[src/key_press_classifier_unit_macros.svh]
// Assertion macros for the key press classifier.
// Each macro takes a label, the clock, the reset and the property terms.
`ifndef KEY_PRESS_CLASSIFIER_UNIT_MACROS_SVH
`define KEY_PRESS_CLASSIFIER_UNIT_MACROS_SVH

`ifndef SYNTHESIS

// Same-cycle implication
`define KPC_ASSERT_IMPLY(label, clk, rst, ante, cons) \
  label: assert property (@(posedge clk) disable iff (rst) (ante) |-> (cons)) \
    else $error("key press classifier check failed");

// Next-cycle implication
`define KPC_ASSERT_NEXT(label, clk, rst, ante, cons) \
  label: assert property (@(posedge clk) disable iff (rst) (ante) |=> (cons)) \
    else $error("key press classifier check failed");

`else

`define KPC_ASSERT_IMPLY(label, clk, rst, ante, cons)
`define KPC_ASSERT_NEXT(label, clk, rst, ante, cons)

`endif

`endif

[src/kpc_pkg.sv]
package kpc_pkg;

  // Field widths
  localparam int CFG_W    = 10;
  localparam int MASK_W   = 6;
  localparam int KEY_W    = 8;
  localparam int CODE_W   = 8;
  localparam int OP_W     = 2;
  localparam int IDX_W    = 3;
  localparam int HOLD_W   = 10;

  // Opcodes
  localparam logic [OP_W-1:0] OP_SAMPLE = 2'd0;
  localparam logic [OP_W-1:0] OP_CLEAR  = 2'd1;
  localparam logic [OP_W-1:0] OP_REPEAT = 2'd2;
  localparam logic [OP_W-1:0] OP_NOP    = 2'd3;

  // Register indexes
  localparam logic [IDX_W-1:0] REG_SHORT_THR  = 3'd0;
  localparam logic [IDX_W-1:0] REG_LONG_THR   = 3'd1;
  localparam logic [IDX_W-1:0] REG_REPEAT_THR = 3'd2;
  localparam logic [IDX_W-1:0] REG_REPEAT_INT = 3'd3;
  localparam logic [IDX_W-1:0] REG_REPEAT_MSK = 3'd4;

  // Register reset values
  localparam logic [CFG_W-1:0]  RST_SHORT_THR  = 10'd5;
  localparam logic [CFG_W-1:0]  RST_LONG_THR   = 10'd100;
  localparam logic [CFG_W-1:0]  RST_REPEAT_THR = 10'd150;
  localparam logic [CFG_W-1:0]  RST_REPEAT_INT = 10'd20;
  localparam logic [MASK_W-1:0] RST_REPEAT_MSK = 6'd3;

  // Long / repeat code base
  localparam logic [CODE_W-1:0] LONG_BASE = 8'h80;

  typedef struct packed {
    logic [CFG_W-1:0]  short_threshold;
    logic [CFG_W-1:0]  long_threshold;
    logic [CFG_W-1:0]  repeat_threshold;
    logic [CFG_W-1:0]  repeat_interval;
    logic [MASK_W-1:0] repeat_mask;
  } cfg_t;

  // Key state apart from the hold counter, whose width is a parameter
  typedef struct packed {
    logic              scan_active;
    logic [KEY_W-1:0]  held_key;
    logic [CODE_W-1:0] code;
    logic              pressed;
  } key_state_t;

endpackage

[src/kpc_step.sv]
// One step of the key qualifier: next state from current state and one beat.
module kpc_step #(
  parameter int COUNT_LIMIT = 1000,
  parameter int KEY_COUNT   = 6
) (
  input  kpc_pkg::cfg_t                                cfg,
  input  kpc_pkg::key_state_t                          state,
  input  logic [$clog2(COUNT_LIMIT+1)-1:0]             counter,
  input  logic [kpc_pkg::OP_W-1:0]                     opcode,
  input  logic [kpc_pkg::KEY_W-1:0]                    key_sample,
  output kpc_pkg::key_state_t                          state_next,
  output logic [$clog2(COUNT_LIMIT+1)-1:0]             counter_next
);

  localparam int CNT_W    = $clog2(COUNT_LIMIT + 1);
  localparam int CMP_W    = (CNT_W > kpc_pkg::CFG_W) ? CNT_W : kpc_pkg::CFG_W;
  localparam int RPT_KEYS = (KEY_COUNT < kpc_pkg::MASK_W) ? KEY_COUNT : kpc_pkg::MASK_W;

  // Position plus one of a key that is one-hot in the low KEY_COUNT bits, else 0
  function automatic logic [kpc_pkg::CODE_W-1:0] key_index(
    input logic [kpc_pkg::KEY_W-1:0] k
  );
    logic [kpc_pkg::CODE_W-1:0] idx;
    idx = '0;
    for (int i = 0; i < KEY_COUNT; i++) begin
      if (k == kpc_pkg::KEY_W'(1 << i)) idx = kpc_pkg::CODE_W'(i + 1);
    end
    return idx;
  endfunction

  logic [kpc_pkg::CODE_W-1:0] idx;
  logic                       rpt_hit;
  logic [CNT_W-1:0]           cnt_inc;
  logic [CMP_W-1:0]           cnt_x;
  logic [CMP_W-1:0]           intv_x;

  assign idx    = key_index(state.held_key);
  assign cnt_x  = CMP_W'(counter);
  assign intv_x = CMP_W'(cfg.repeat_interval);
  assign cnt_inc = (counter < CNT_W'(COUNT_LIMIT)) ? counter + CNT_W'(1) : counter;

  // Held key is enabled for auto-repeat
  always_comb begin
    rpt_hit = 1'b0;
    for (int i = 0; i < RPT_KEYS; i++) begin
      if (cfg.repeat_mask[i] && state.held_key == kpc_pkg::KEY_W'(1 << i)) rpt_hit = 1'b1;
    end
  end

  // Next-state logic
  always_comb begin
    state_next   = state;
    counter_next = counter;
    case (opcode)
      kpc_pkg::OP_SAMPLE: begin
        if (!state.scan_active) begin
          if (key_sample != '0) begin
            state_next.scan_active = 1'b1;
            state_next.pressed     = 1'b1;
            state_next.held_key    = key_sample;
            counter_next           = '0;
          end
        end else if (state.held_key == key_sample) begin
          counter_next = cnt_inc;
          if (CMP_W'(cnt_inc) == CMP_W'(cfg.short_threshold)) state_next.code = idx;
          if (CMP_W'(cnt_inc) == CMP_W'(cfg.long_threshold)) begin
            state_next.code = kpc_pkg::LONG_BASE + idx;
          end
        end else begin
          state_next.scan_active = 1'b0;
          state_next.code        = '0;
          counter_next           = '0;
          if (key_sample == '0) begin
            state_next.held_key = '0;
            state_next.pressed  = 1'b0;
          end
        end
      end
      kpc_pkg::OP_CLEAR: begin
        state_next.code = '0;
      end
      kpc_pkg::OP_REPEAT: begin
        if (rpt_hit && cnt_x >= CMP_W'(cfg.repeat_threshold)) begin
          state_next.code = kpc_pkg::LONG_BASE + idx;
          counter_next    = (cnt_x > intv_x) ? CNT_W'(cnt_x - intv_x) : '0;
        end
      end
      default: begin
        state_next = state;
      end
    endcase
  end

endmodule

[src/key_press_classifier_unit.sv]
// Key press classifier: qualifies raw key samples into short press, long press
// and auto-repeat codes. Every accepted beat gives exactly one result beat. A
// beat passes an input register and then a result register before its result
// is presented; one beat is accepted every cycle while item_stall is low, as
// the step logic forms the next key state and hold counter combinationally.
// Configuration registers are written through cfg_we, cfg_index and cfg_data;
// the user must write them only while no beat is in flight, which the block
// itself does not enforce; unknown indexes are ignored.
`include "key_press_classifier_unit_macros.svh"

module key_press_classifier_unit #(
  parameter int COUNT_LIMIT = 1000,
  parameter int KEY_COUNT   = 6
) (
  input  logic                              clk,
  input  logic                              rst,
  // configuration
  input  logic                              cfg_we,
  input  logic [kpc_pkg::IDX_W-1:0]         cfg_index,
  input  logic [kpc_pkg::CFG_W-1:0]         cfg_data,
  // item channel
  input  logic                              item_valid,
  output logic                              item_stall,
  input  logic [kpc_pkg::OP_W-1:0]          opcode,
  input  logic [kpc_pkg::KEY_W-1:0]         key_sample,
  // result channel
  output logic                              result_valid,
  input  logic                              result_stall,
  output logic [kpc_pkg::CODE_W-1:0]        key_code,
  output logic                              pressed,
  output logic [kpc_pkg::HOLD_W-1:0]        hold_count
);

  localparam int CNT_W = $clog2(COUNT_LIMIT + 1);
  localparam int EXT_W = (CNT_W > kpc_pkg::HOLD_W) ? CNT_W : kpc_pkg::HOLD_W;

  kpc_pkg::cfg_t       cfg;
  kpc_pkg::key_state_t state;
  kpc_pkg::key_state_t state_next;
  logic [CNT_W-1:0]    hold_counter;
  logic [CNT_W-1:0]    hold_counter_next;

  logic                       s1_valid;
  logic [kpc_pkg::OP_W-1:0]   s1_opcode;
  logic [kpc_pkg::KEY_W-1:0]  s1_sample;
  logic                       advance;
  logic [EXT_W-1:0]           cnt_ext;

  // Configuration registers
  always_ff @(posedge clk) begin
    if (rst) begin
      cfg.short_threshold  <= kpc_pkg::RST_SHORT_THR;
      cfg.long_threshold   <= kpc_pkg::RST_LONG_THR;
      cfg.repeat_threshold <= kpc_pkg::RST_REPEAT_THR;
      cfg.repeat_interval  <= kpc_pkg::RST_REPEAT_INT;
      cfg.repeat_mask      <= kpc_pkg::RST_REPEAT_MSK;
    end else if (cfg_we) begin
      case (cfg_index)
        kpc_pkg::REG_SHORT_THR:  cfg.short_threshold  <= cfg_data;
        kpc_pkg::REG_LONG_THR:   cfg.long_threshold   <= cfg_data;
        kpc_pkg::REG_REPEAT_THR: cfg.repeat_threshold <= cfg_data;
        kpc_pkg::REG_REPEAT_INT: cfg.repeat_interval  <= cfg_data;
        kpc_pkg::REG_REPEAT_MSK: cfg.repeat_mask      <= cfg_data[kpc_pkg::MASK_W-1:0];
        default: ;
      endcase
    end
  end

  // Result register frees up when empty or taken this cycle
  assign advance    = !result_valid || !result_stall;
  assign item_stall = s1_valid && !advance;

  // Input register
  always_ff @(posedge clk) begin
    if (rst) begin
      s1_valid <= 1'b0;
    end else if (!item_stall) begin
      s1_valid <= item_valid;
    end
  end

  always_ff @(posedge clk) begin
    if (item_valid && !item_stall) begin
      s1_opcode <= opcode;
      s1_sample <= key_sample;
    end
  end

  kpc_step #(
    .COUNT_LIMIT (COUNT_LIMIT),
    .KEY_COUNT   (KEY_COUNT)
  ) u_step (
    .cfg          (cfg),
    .state        (state),
    .counter      (hold_counter),
    .opcode       (s1_opcode),
    .key_sample   (s1_sample),
    .state_next   (state_next),
    .counter_next (hold_counter_next)
  );

  // Key state updates as the beat moves into the result register
  always_ff @(posedge clk) begin
    if (rst) begin
      state.scan_active <= 1'b0;
      state.held_key    <= '0;
      state.code        <= '0;
      state.pressed     <= 1'b0;
      hold_counter      <= '0;
    end else if (s1_valid && advance) begin
      state        <= state_next;
      hold_counter <= hold_counter_next;
    end
  end

  // Result register
  always_ff @(posedge clk) begin
    if (rst) begin
      result_valid <= 1'b0;
    end else if (advance) begin
      result_valid <= s1_valid;
    end
  end

  assign cnt_ext = EXT_W'(hold_counter_next);

  always_ff @(posedge clk) begin
    if (s1_valid && advance) begin
      key_code   <= state_next.code;
      pressed    <= state_next.pressed;
      hold_count <= cnt_ext[kpc_pkg::HOLD_W-1:0];
    end
  end

  // Checks
  `KPC_ASSERT_IMPLY(a_cnt_limit, clk, rst, 1'b1, hold_counter <= CNT_W'(COUNT_LIMIT))
  `KPC_ASSERT_IMPLY(a_pressed_key, clk, rst, state.pressed, state.held_key != '0)
  `KPC_ASSERT_IMPLY(a_scan_pressed, clk, rst, state.scan_active, state.pressed)
  `KPC_ASSERT_NEXT(a_beat_moves, clk, rst, s1_valid && advance, result_valid)

endmodule
[config.mk]
export PLATFORM = sky130hd
export DESIGN_NAME = key_press_classifier_unit
export DESIGN_NICKNAME = d
export VERILOG_FILES = /design/src/kpc_pkg.sv /design/src/kpc_step.sv /design/src/key_press_classifier_unit.sv
export VERILOG_INCLUDE_DIRS = /design/src /design/src/src
export SDC_FILE = /design/constraint.sdc
export NUM_CORES = 1
export LEC_CHECK = 0
export ABC_AREA = 1
export ABC_CLOCK_PERIOD_IN_PS = 3800
export BUFFER_PORTS_ARGS = -buffer_cell sky130_fd_sc_hd__buf_2
export CAP_MARGIN = 10
export CORE_MARGIN = 2
export CORE_UTILIZATION = 55
export CTS_CLUSTER_SIZE = 40
export DETAILED_ROUTE_END_ITERATION = 10
export GPL_TIMING_DRIVEN = 0
export PLACE_DENSITY = 0.82
export SLEW_MARGIN = 10
export SYNTH_ARGS = -nofsm -noshare
export SYNTH_HDL_FRONTEND = slang
export SYNTH_SLANG_ARGS = --single-unit
export TNS_END_PERCENT = 30
[constraint.sdc]
create_clock -name clk -period 3.8 [get_ports clk]
set_input_delay 0.76 -clock clk [delete_from_list [all_inputs] [get_ports clk]]
set_output_delay 0.76 -clock clk [all_outputs]
set_load 0.02 [all_outputs]
==> results.json <==
{
  "status": "completed",
  "rows": 37,
  "holdPathEnd": "state[4]",
  "crit_family": "simple AND/OR/NAND/NOR gates",
  "maxCapViolations": 0,
  "die_h_um": 108,
  "track_usage_pct": 27.5,
  "fin_cells": 1018,
  "grt_setup_unrepaired": "no",
  "avgRoutedWirePerCell_um": 15.1,
  "period_minus_slack_ps": 2790,
  "drtIter0Drc": 424,
  "cp-start-kind": "flop",
  "switching_share_pct": 29.7,
  "portBuffers": 48,
  "ant_nets": 0,
  "diodes": 0,
  "drtPass1Iterations": 5,
  "vias": 5606,
  "clock_skew_ps": 15.8,
  "dp.cells": 1002,
  "finalCoreUtilization_pct": 63.0,
  "cts_setup_buffers": 0,
  "p_sw_mw": 0.711,
  "crit_slowest_cell": "dfxtp_1",
  "clock_sinks": 105,
  "clkPwrFrac_pct": 31.0,
  "worst-path-buf-inv": 3,
  "clk_pin_slew_ps": 100,
  "cp_slowest_stage_delay_ps": 430,
  "syn_nets": 868,
  "period_share_pct": 73.3,
  "vdd_drop_max_mv": 0.305,
  "hp-start": "state[4]",
  "syn_avg_cell_area_um2": 7.26,
  "r2r_start": "hold_counter[0]",
  "crit_type": "reg2reg",
  "drc": 0,
  "worstPathRequired_ps": 4080,
  "core_area_um2": 10400,
  "synth-seq-cells": 105,
  "postCtsResizedCells": 0,
  "first_global_vias": 4927,
  "dieArea_um2": 11600,
  "finalSetupViolations": 0,
  "post-dp-hpwl_um": 11600,
  "rrSetupSlack_ps": 1010,
  "power_density_nw_per_um2": 364,
  "grt_pass1_wl_um": 24500,
  "start_util_pct": 57.0,
  "grt_start_max_net_pins": 29,
  "cts_hold_buffers": 0,
  "slew_headroom_pct": 33.5,
  "cp_common_cell": "nand3_1",
  "die_w_um": 108,
  "yosys_warnings": 0,
  "worstPathArrival_ps": 3070,
  "antenna_found_initial": 0,
  "htreeDepth": 3,
  "synth_cells": 818,
  "leakagePower_nw": 3.03,
  "path_cells": "inv_2, ha_1, inv_1, fa_1, nand3_1, nand3_1, nand2_1, nand3_1, a21oi_1, o21bai_1, nand2_1, o21ai_0, o211ai_1, nand3_1, o21bai_1, inv_1",
  "mostFrequentLayoutCell": "nand2_1",
  "rr_endpoint": "hold_counter[5]",
  "insertion_delay_ps": 380,
  "final.setup.tns_ps": 0,
  "cts_made_buffers": 9,
  "internal_power_mw": 1.68,
  "tritoncts": "yes",
  "drv_slew": 0,
  "finalHoldViolations": 0,
  "ff2ff_path_depth": 16,
  "min_delay_path_depth": 2,
  "final_cell_mix": "nand2_1, inv_1, dfxtp_1",
  "mappedNetlistArea_um2": 5940,
  "fin_nets": 927,
  "grt-ovfl-total": 0,
  "ios": 49,
  "cts_root_buf": "clkbuf_8",
  "clk_path_buf_depth": 2,
  "cp_max_fo": 9,
  "holdCritPathClass": "reg2reg",
  "drt_wl_total_um": 15400,
  "ys_seq_area_share_pct": 40.3,
  "synth_cell_types": 40,
  "p_seq_share_pct": 52.0,
  "pwr-share-comb_pct": 17.0,
  "endpoint_kind": "flop",
  "place_congestion": 0.961,
  "drive_gt1_share_pct": 11.6,
  "vias_per_cell": 5.51,
  "tightest_slew_ps": 990,
  "max_freq_ghz": 0.359,
  "syn_to_final_growth_pct": 10.5
}
## power groups by stage
stage                     combinational [mW]  clock (mW)  sequential, mW
final                                  0.405       0.742            1.24
after CTS                              0.400       0.749            1.24
after detailed placement               0.398           0            1.27
after global placement                 0.389           0            1.26
after global routing                   0.458       0.788            1.25
after floorplan                        0.277           0            1.27
## cell families after synthesis
kind of cell	synth area share, %
flip-flops	40.3
adder cells (fa/ha/maj)	4.76
buffers and inverters	9.91
XOR/XNOR	1.48
AND/OR/NAND/NOR	27.2
AO/OA/AOI/OAI	16.3
## cell usage after synthesis (all sizes together)
cell type / number / share of area (%)
xor2: 5 / 0.74
nand4: 18 / 2.0
edfxtp: 29 / 15
nand2: 180 / 12
a21oi: 57 / 4.8
o31ai: 2 / 0.25
nand3b: 7 / 0.89
a31oi: 1 / 0.11
xnor2: 5 / 0.74
o22ai: 6 / 0.63
o211ai: 18 / 2.3
inv: 124 / 7.8
o2111ai: 1 / 0.15
nor4: 3 / 0.53
fa: 1 / 0.34
ha: 21 / 4.4
nor2: 81 / 5.8
o21a: 2 / 0.25
clkbuf: 17 / 1.1
o21ai: 76 / 6.6
buf: 8 / 0.93
o21bai: 9 / 1.1
nor3: 3 / 0.25
nand3: 66 / 5.9
a21o: 1 / 0.13
clkinv: 1 / 0.063
dfxtp: 76 / 26
## worst register-to-register path, stage by stage (launching register included)
cell and delay, ps:
dfxtp_1 430, inv_2 180, ha_1 160, inv_1 60, fa_1 400, nand3_1 90
nand3_1 130, nand2_1 100, nand3_1 100, a21oi_1 140, o21bai_1 70, nand2_1 190
o21ai_0 160, o211ai_1 110, nand3_1 160, o21bai_1 180, inv_1 60
## flip-flops by register name, indices dropped and copies added (netlist names)
| signal | count |
|---|---|
| cfg | 46 |
| key_code | 8 |
| result_valid | 1 |
| s1_valid | 1 |
| state | 18 |
| s1_opcode | 2 |
| s1_sample | 8 |
| pressed | 1 |
| hold_count | 10 |
| hold_counter | 10 |
## per-layer routing
metal	GRT usage [%]	part of all wire [%]	up-vias	wire length, um
met5	0	0	-	0
met4	9.89	2.5	0	381
met3	4.24	9.0	28	1390
met2	42.2	44	242	6710
met1	39.3	45	2516	6930
li1	-	-	2820	-
## metrics by stage
stage	hold WS [ps]	power [mW]	area, um2	setup slack (ps)
2_1_floorplan	425	1.54	5940	1380
3_3_place_gp	440	1.65	6350	746
3_5_place_dp	444	1.66	6350	651
4_1_cts	458	2.39	6560	1040
5_1_grt	471	2.49	6560	790
6_report	455	2.39	6560	1010
## final cells by class
class                   instances  area (um2)
clock buffers                  14         195
fillers                       991        3850
plain buffers                  25         120
well taps                     136         170
inverters                     125         469
repair buffers                 48         240
multi-input cells             563        2960
clock inverters                 2        17.5
flip-flops and latches        105        2390
## how the worst max path moves through the flow
stage	start	endpoint	slack (ps)	cells past startpoint
after floorplan	result_stall	hold_counter[1]	1380	8
after global placement	result_stall	state[5]	750	9
after detailed placement	result_stall	state[5]	650	9
after CTS	result_stall	state[7]	1040	9
after global routing	hold_counter[0]	hold_count[1]	790	16
final	hold_counter[0]	hold_counter[5]	1010	16
Note: power is estimated with default switching activity, not from simulation.
